[src/sv/svct_pkg.sv]
// Shared constants and types for the sorted value count table.
package svct_pkg;

  localparam int CELLS = 64;
  localparam int COUNT_WIDTH = 16;
  localparam int VALUE_WIDTH = 32;
  localparam int OCC_WIDTH = 16;

  localparam logic [COUNT_WIDTH-1:0] COUNT_MAX = {COUNT_WIDTH{1'b1}};

  typedef struct packed {
    logic                    occ;
    logic [VALUE_WIDTH-1:0]  value;
    logic [COUNT_WIDTH-1:0]  count;
  } cell_t;

  typedef struct packed {
    logic                    load;
    logic                    shift;
    logic                    match_any;
    logic                    full;
    logic [VALUE_WIDTH-1:0]  sample;
  } ctrl_t;

  function automatic logic [OCC_WIDTH-1:0] clamp_count(input logic [COUNT_WIDTH-1:0] c);
    logic [63:0] wide;
    wide = 64'(c);
    if (wide > 64'({OCC_WIDTH{1'b1}})) begin
      return {OCC_WIDTH{1'b1}};
    end
    return wide[OCC_WIDTH-1:0];
  endfunction

endpackage

[src/sv/svct_cell.sv]
// One cell of the sorted chain: holds a value and its count.
module svct_cell (
  input  logic            clk,
  input  logic            rst,
  input  svct_pkg::ctrl_t ctrl,
  input  svct_pkg::cell_t prev_cell,
  input  logic            prev_above,
  input  svct_pkg::cell_t next_cell,
  output svct_pkg::cell_t cur,
  output logic            above,
  output logic            match
);

  svct_pkg::cell_t cur_next;

  assign above = !cur.occ || ($signed(cur.value) > $signed(ctrl.sample));
  assign match = cur.occ && (cur.value == ctrl.sample);

  always_comb begin
    cur_next = cur;
    if (ctrl.load) begin
      if (ctrl.match_any) begin
        if (match && (cur.count != svct_pkg::COUNT_MAX)) begin
          cur_next.count = cur.count + 1'b1;
        end
      end else if (!ctrl.full && above) begin
        if (prev_above) begin
          cur_next = prev_cell;
        end else begin
          cur_next.occ = 1'b1;
          cur_next.value = ctrl.sample;
          cur_next.count = svct_pkg::COUNT_WIDTH'(1);
        end
      end
    end else if (ctrl.shift) begin
      cur_next = next_cell;
    end
  end

  always_ff @(posedge clk) begin
    if (rst) begin
      cur.occ <= 1'b0;
    end else begin
      cur.occ <= cur_next.occ;
    end
    cur.value <= cur_next.value;
    cur.count <= cur_next.count;
  end

endmodule

[config.mk]
export PLATFORM = sky130hd
export DESIGN_NAME = svct_cell
export DESIGN_NICKNAME = d
export VERILOG_FILES = /design/src/sv/svct_pkg.sv /design/src/sv/svct_cell.sv
export SDC_FILE = /design/constraint.sdc
export NUM_CORES = 1
export LEC_CHECK = 0
export BUFFER_PORTS_ARGS = -buffer_cell sky130_fd_sc_hd__clkbuf_2
export CAP_MARGIN = 20
export CORE_MARGIN = 2
export CORE_UTILIZATION = 33
export CTS_BUF_LIST = sky130_fd_sc_hd__clkbuf_16
export CTS_CLUSTER_SIZE = 28
export DETAILED_ROUTE_END_ITERATION = 7
export PLACE_DENSITY = 0.67
export REMOVE_ABC_BUFFERS = 1
export SYNTH_ARGS = -nofsm -noshare
export SYNTH_HDL_FRONTEND = slang
export SYNTH_SLANG_ARGS = --single-unit
[constraint.sdc]
create_clock -name clk -period 4.06 [get_ports clk]
set_clock_uncertainty 0.15 [all_clocks]
set_input_delay 0.812 -clock clk [delete_from_list [all_inputs] [get_ports clk]]
set_output_delay 0.812 -clock clk [all_outputs]
set_load 0.005 [all_outputs]
==> flow_summary.toml <==
[drt]
ant_nets = 0
firstDrtPassIters = 5
routed_wl_um = 10030
vias_per_cell = 4.831
drcViolationCount = 0
drt_iter0_drc = 130
vias = 3420
wl_per_cell_um = 14.17

[floorplanning]
core-area_sq_um = 10750
die_h_um = 108.4
dieWidth_um = 108.4
rows = 38
die-area_sq_um = 11760
initial_core_util_pct = 33.50
ioPinCount = 188

[finish]
drive_gt1_share_pct = 35.92
largest_register = "cur"
diodes = 0
instances_no_fill = 708
most-common-layout-cells = "clkbuf_2, a21oi_1, nor2_1, edfxtp_1, inv_1"
reg_top3 = "cur: 49 flops"
area_delta_synth_final_pct = 34.55
layout.nets = 737
largest_register_ffs = 49
layout_commonest_cell = "clkbuf_2"

[worst_setup_path]
worst_setup_path_end_kind = "primary output"
crit_path_top_delay_cell = "or4_1"
path_common_cell = "clkbuf_2"
worst-setup-path-type = "in -> out"
path_cells = "clkbuf_2 > inv_1 > ha_1 > and3_1 > o21ai_1 > nand4b_1 > or4_1 > o21bai_1 > nor2_1 > clkbuf_2"
cp.required_ps = 3100
worstSetupStartpointType = "input pin"
crit_arrival_ps = 2720
max_stage_delay_ps = 520
cp_max_fo = 3

[timing]
worst_pin_slew_ps = 696.4
hold_violations = 0
timing.final.crit_share_pct = 90.72
fmax_mhz = 271.5
rsz0062_at_grt = "no"
setup_violations = 0
slew_violations = 0
fin_crit_ps = 3683
timing.final.ws_setup_ps = 376.8
max_slew_margin_pct = 53.48

[global_route]
grt_pass1_vias = 3292
overflow = 0
grt_pass1_wl_um = 15240
track_usage_pct = 16.49
grt_max_degree = 54
antenna_found_initial = 0

[pwr]
p_leak_nw = 2.398
ir_drop_mv = 0.1416
power_density_nw_per_um2 = 287.6

[synth]
netlist_area_sq_um = 3600
seq_area_frac_synth_pct = 40.60
synth-seq-cells = 49
syn_inst = 385
yosys_warnings = 0
synth.avg_cell_area_sq_um = 9.350
synth_top_area_share_pct = 40.04
synth_top_cell_by_area = "edfxtp_1"
yosys-top-cells-area = "edfxtp_1, ha_1, mux2i_1"
ys_types = 37

[placed_design]
globalplace.congestion = 0.8628
place_hpwl_um = 8162
io_buffers = 187
dpl.cell_count = 700
place_ws_ps = 242.0

[clocking]
clkTransAtPathRegs_ps = 70
cts_num_sinks = 49
clk_latency_ps = 290
postCtsSetupBuffers = 0
cts_hold_buf = 0
clock-root-buffer = "clkbuf_16"
h-tree-depth = 2
numCtsBuffers = 5
clk_path_buf_depth = 2
post_cts_resized = 0
cts_tree = "done"

[status]
status = "complete, no violations"

[worst_hold_path]
hp-class = "reg -> reg"

[job]
cap_violations = 0
## synth_stat cells
library cell and count:
a211oi_1 1, a21boi_0 1, a21o_1 3, a21oi_1 58, a22oi_1 12, a31oi_1 1, and2_1 2, and3_1 2
and4_1 4, buf_1 7, clkbuf_1 12, dfxtp_1 1, edfxtp_1 48, ha_1 33, inv_1 39, mux2_2 2
mux2i_1 33, nand2_1 14, nand2b_1 1, nand3_1 13, nand4_1 10, nand4_2 1, nand4b_1 1, nor2_1 51
nor2b_1 3, nor3_1 2, nor4_1 1, o211ai_1 2, o21ai_0 3, o21ai_1 1, o21bai_1 1, o221ai_1 3
o22ai_1 1, o32ai_2 1, or4_1 3, xnor2_1 11, xor2_1 3
## critical path, delay by kind of cell
kind	cells	cell delay, ps
and+or+nand+nor	4	870
AOI/OAI and AO/OA	2	460
adders and majority gates	1	320
buffers and inverters	3	270
## stage by stage
| stage | utilization, % | hold WS [ps] | area, sq um | TNS [ps] | power (mW) |
|---|---|---|---|---|---|
| finish | 45.07 | 620.7 | 4843 | 0 | 1.393 |
| global route | 45.07 | 652.4 | 4843 | 0 | 1.474 |
| CTS | 45.07 | 622.0 | 4843 | 0 | 1.414 |
| detailed placement | 43.79 | 602.9 | 4706 | 0 | 1.006 |
| global placement | 43.79 | 573.7 | 4706 | 0 | 0.9967 |
| floorplan | - | 520.8 | 3528 | -102.1 | 0.8161 |
## power by group
group | leakage [nW] | internal (mW) | switching [mW] | total [mW]
clock network | 0.0762 | 0.223 | 0.178 | 0.402
logic | 1.86 | 0.170 | 0.177 | 0.347
registers | 0.465 | 0.611 | 0.0336 | 0.644
## final timing paths
path,start,end,slack [ps],cells after the start
setup / recovery,ctrl[14],above,380,10
hold / removal,cur[15],cur[15],620,2
setup reg to reg,cur[30],cur[13],830,9
hold reg to reg,cur[15],cur[15],620,2
## cell families (layout without fill, tap and decap cells)
| logic type | count (synthesis) | count (layout) | synth area share [%] |
|---|---|---|---|
| AOI/OAI and AO/OA | 88 | 88 | 14.32 |
| xor gates and xnor gates | 14 | 14 | 3.406 |
| adders and majority gates | 33 | 33 | 11.47 |
| buffers and inverters | 58 | 241 | 6.048 |
| DFF | 49 | 49 | 40.60 |
| muxes | 35 | 35 | 9.802 |
| and+or+nand+nor | 108 | 108 | 14.36 |
## metal layers
metal / vias up / routed length (um) / GRT usage [%] / share of wire, %
met2: 120 / 4965 / 28.97 / 49
li1: 1759 / - / - / -
met4: 0 / 152 / 4.304 / 1.5
met5: - / 0 / 0 / 0
met3: 10 / 648 / 2.893 / 6.5
met1: 1531 / 4266 / 20.84 / 43
## layout make-up
| cell class | instances | area [sq um] |
|---|---|---|
| Fill cell | 1084 | 5902 |
| Timing Repair Buffer | 194 | 991.0 |
| Multi-Input combinational cell | 278 | 1932 |
| Inverter | 39 | 146.4 |
| Sequential cell | 49 | 1461 |
| Tap cell | 140 | 175.2 |
| Clock inverter | 3 | 12.51 |
| Clock buffer | 5 | 125.1 |
(Power assumes the default switching activity.)
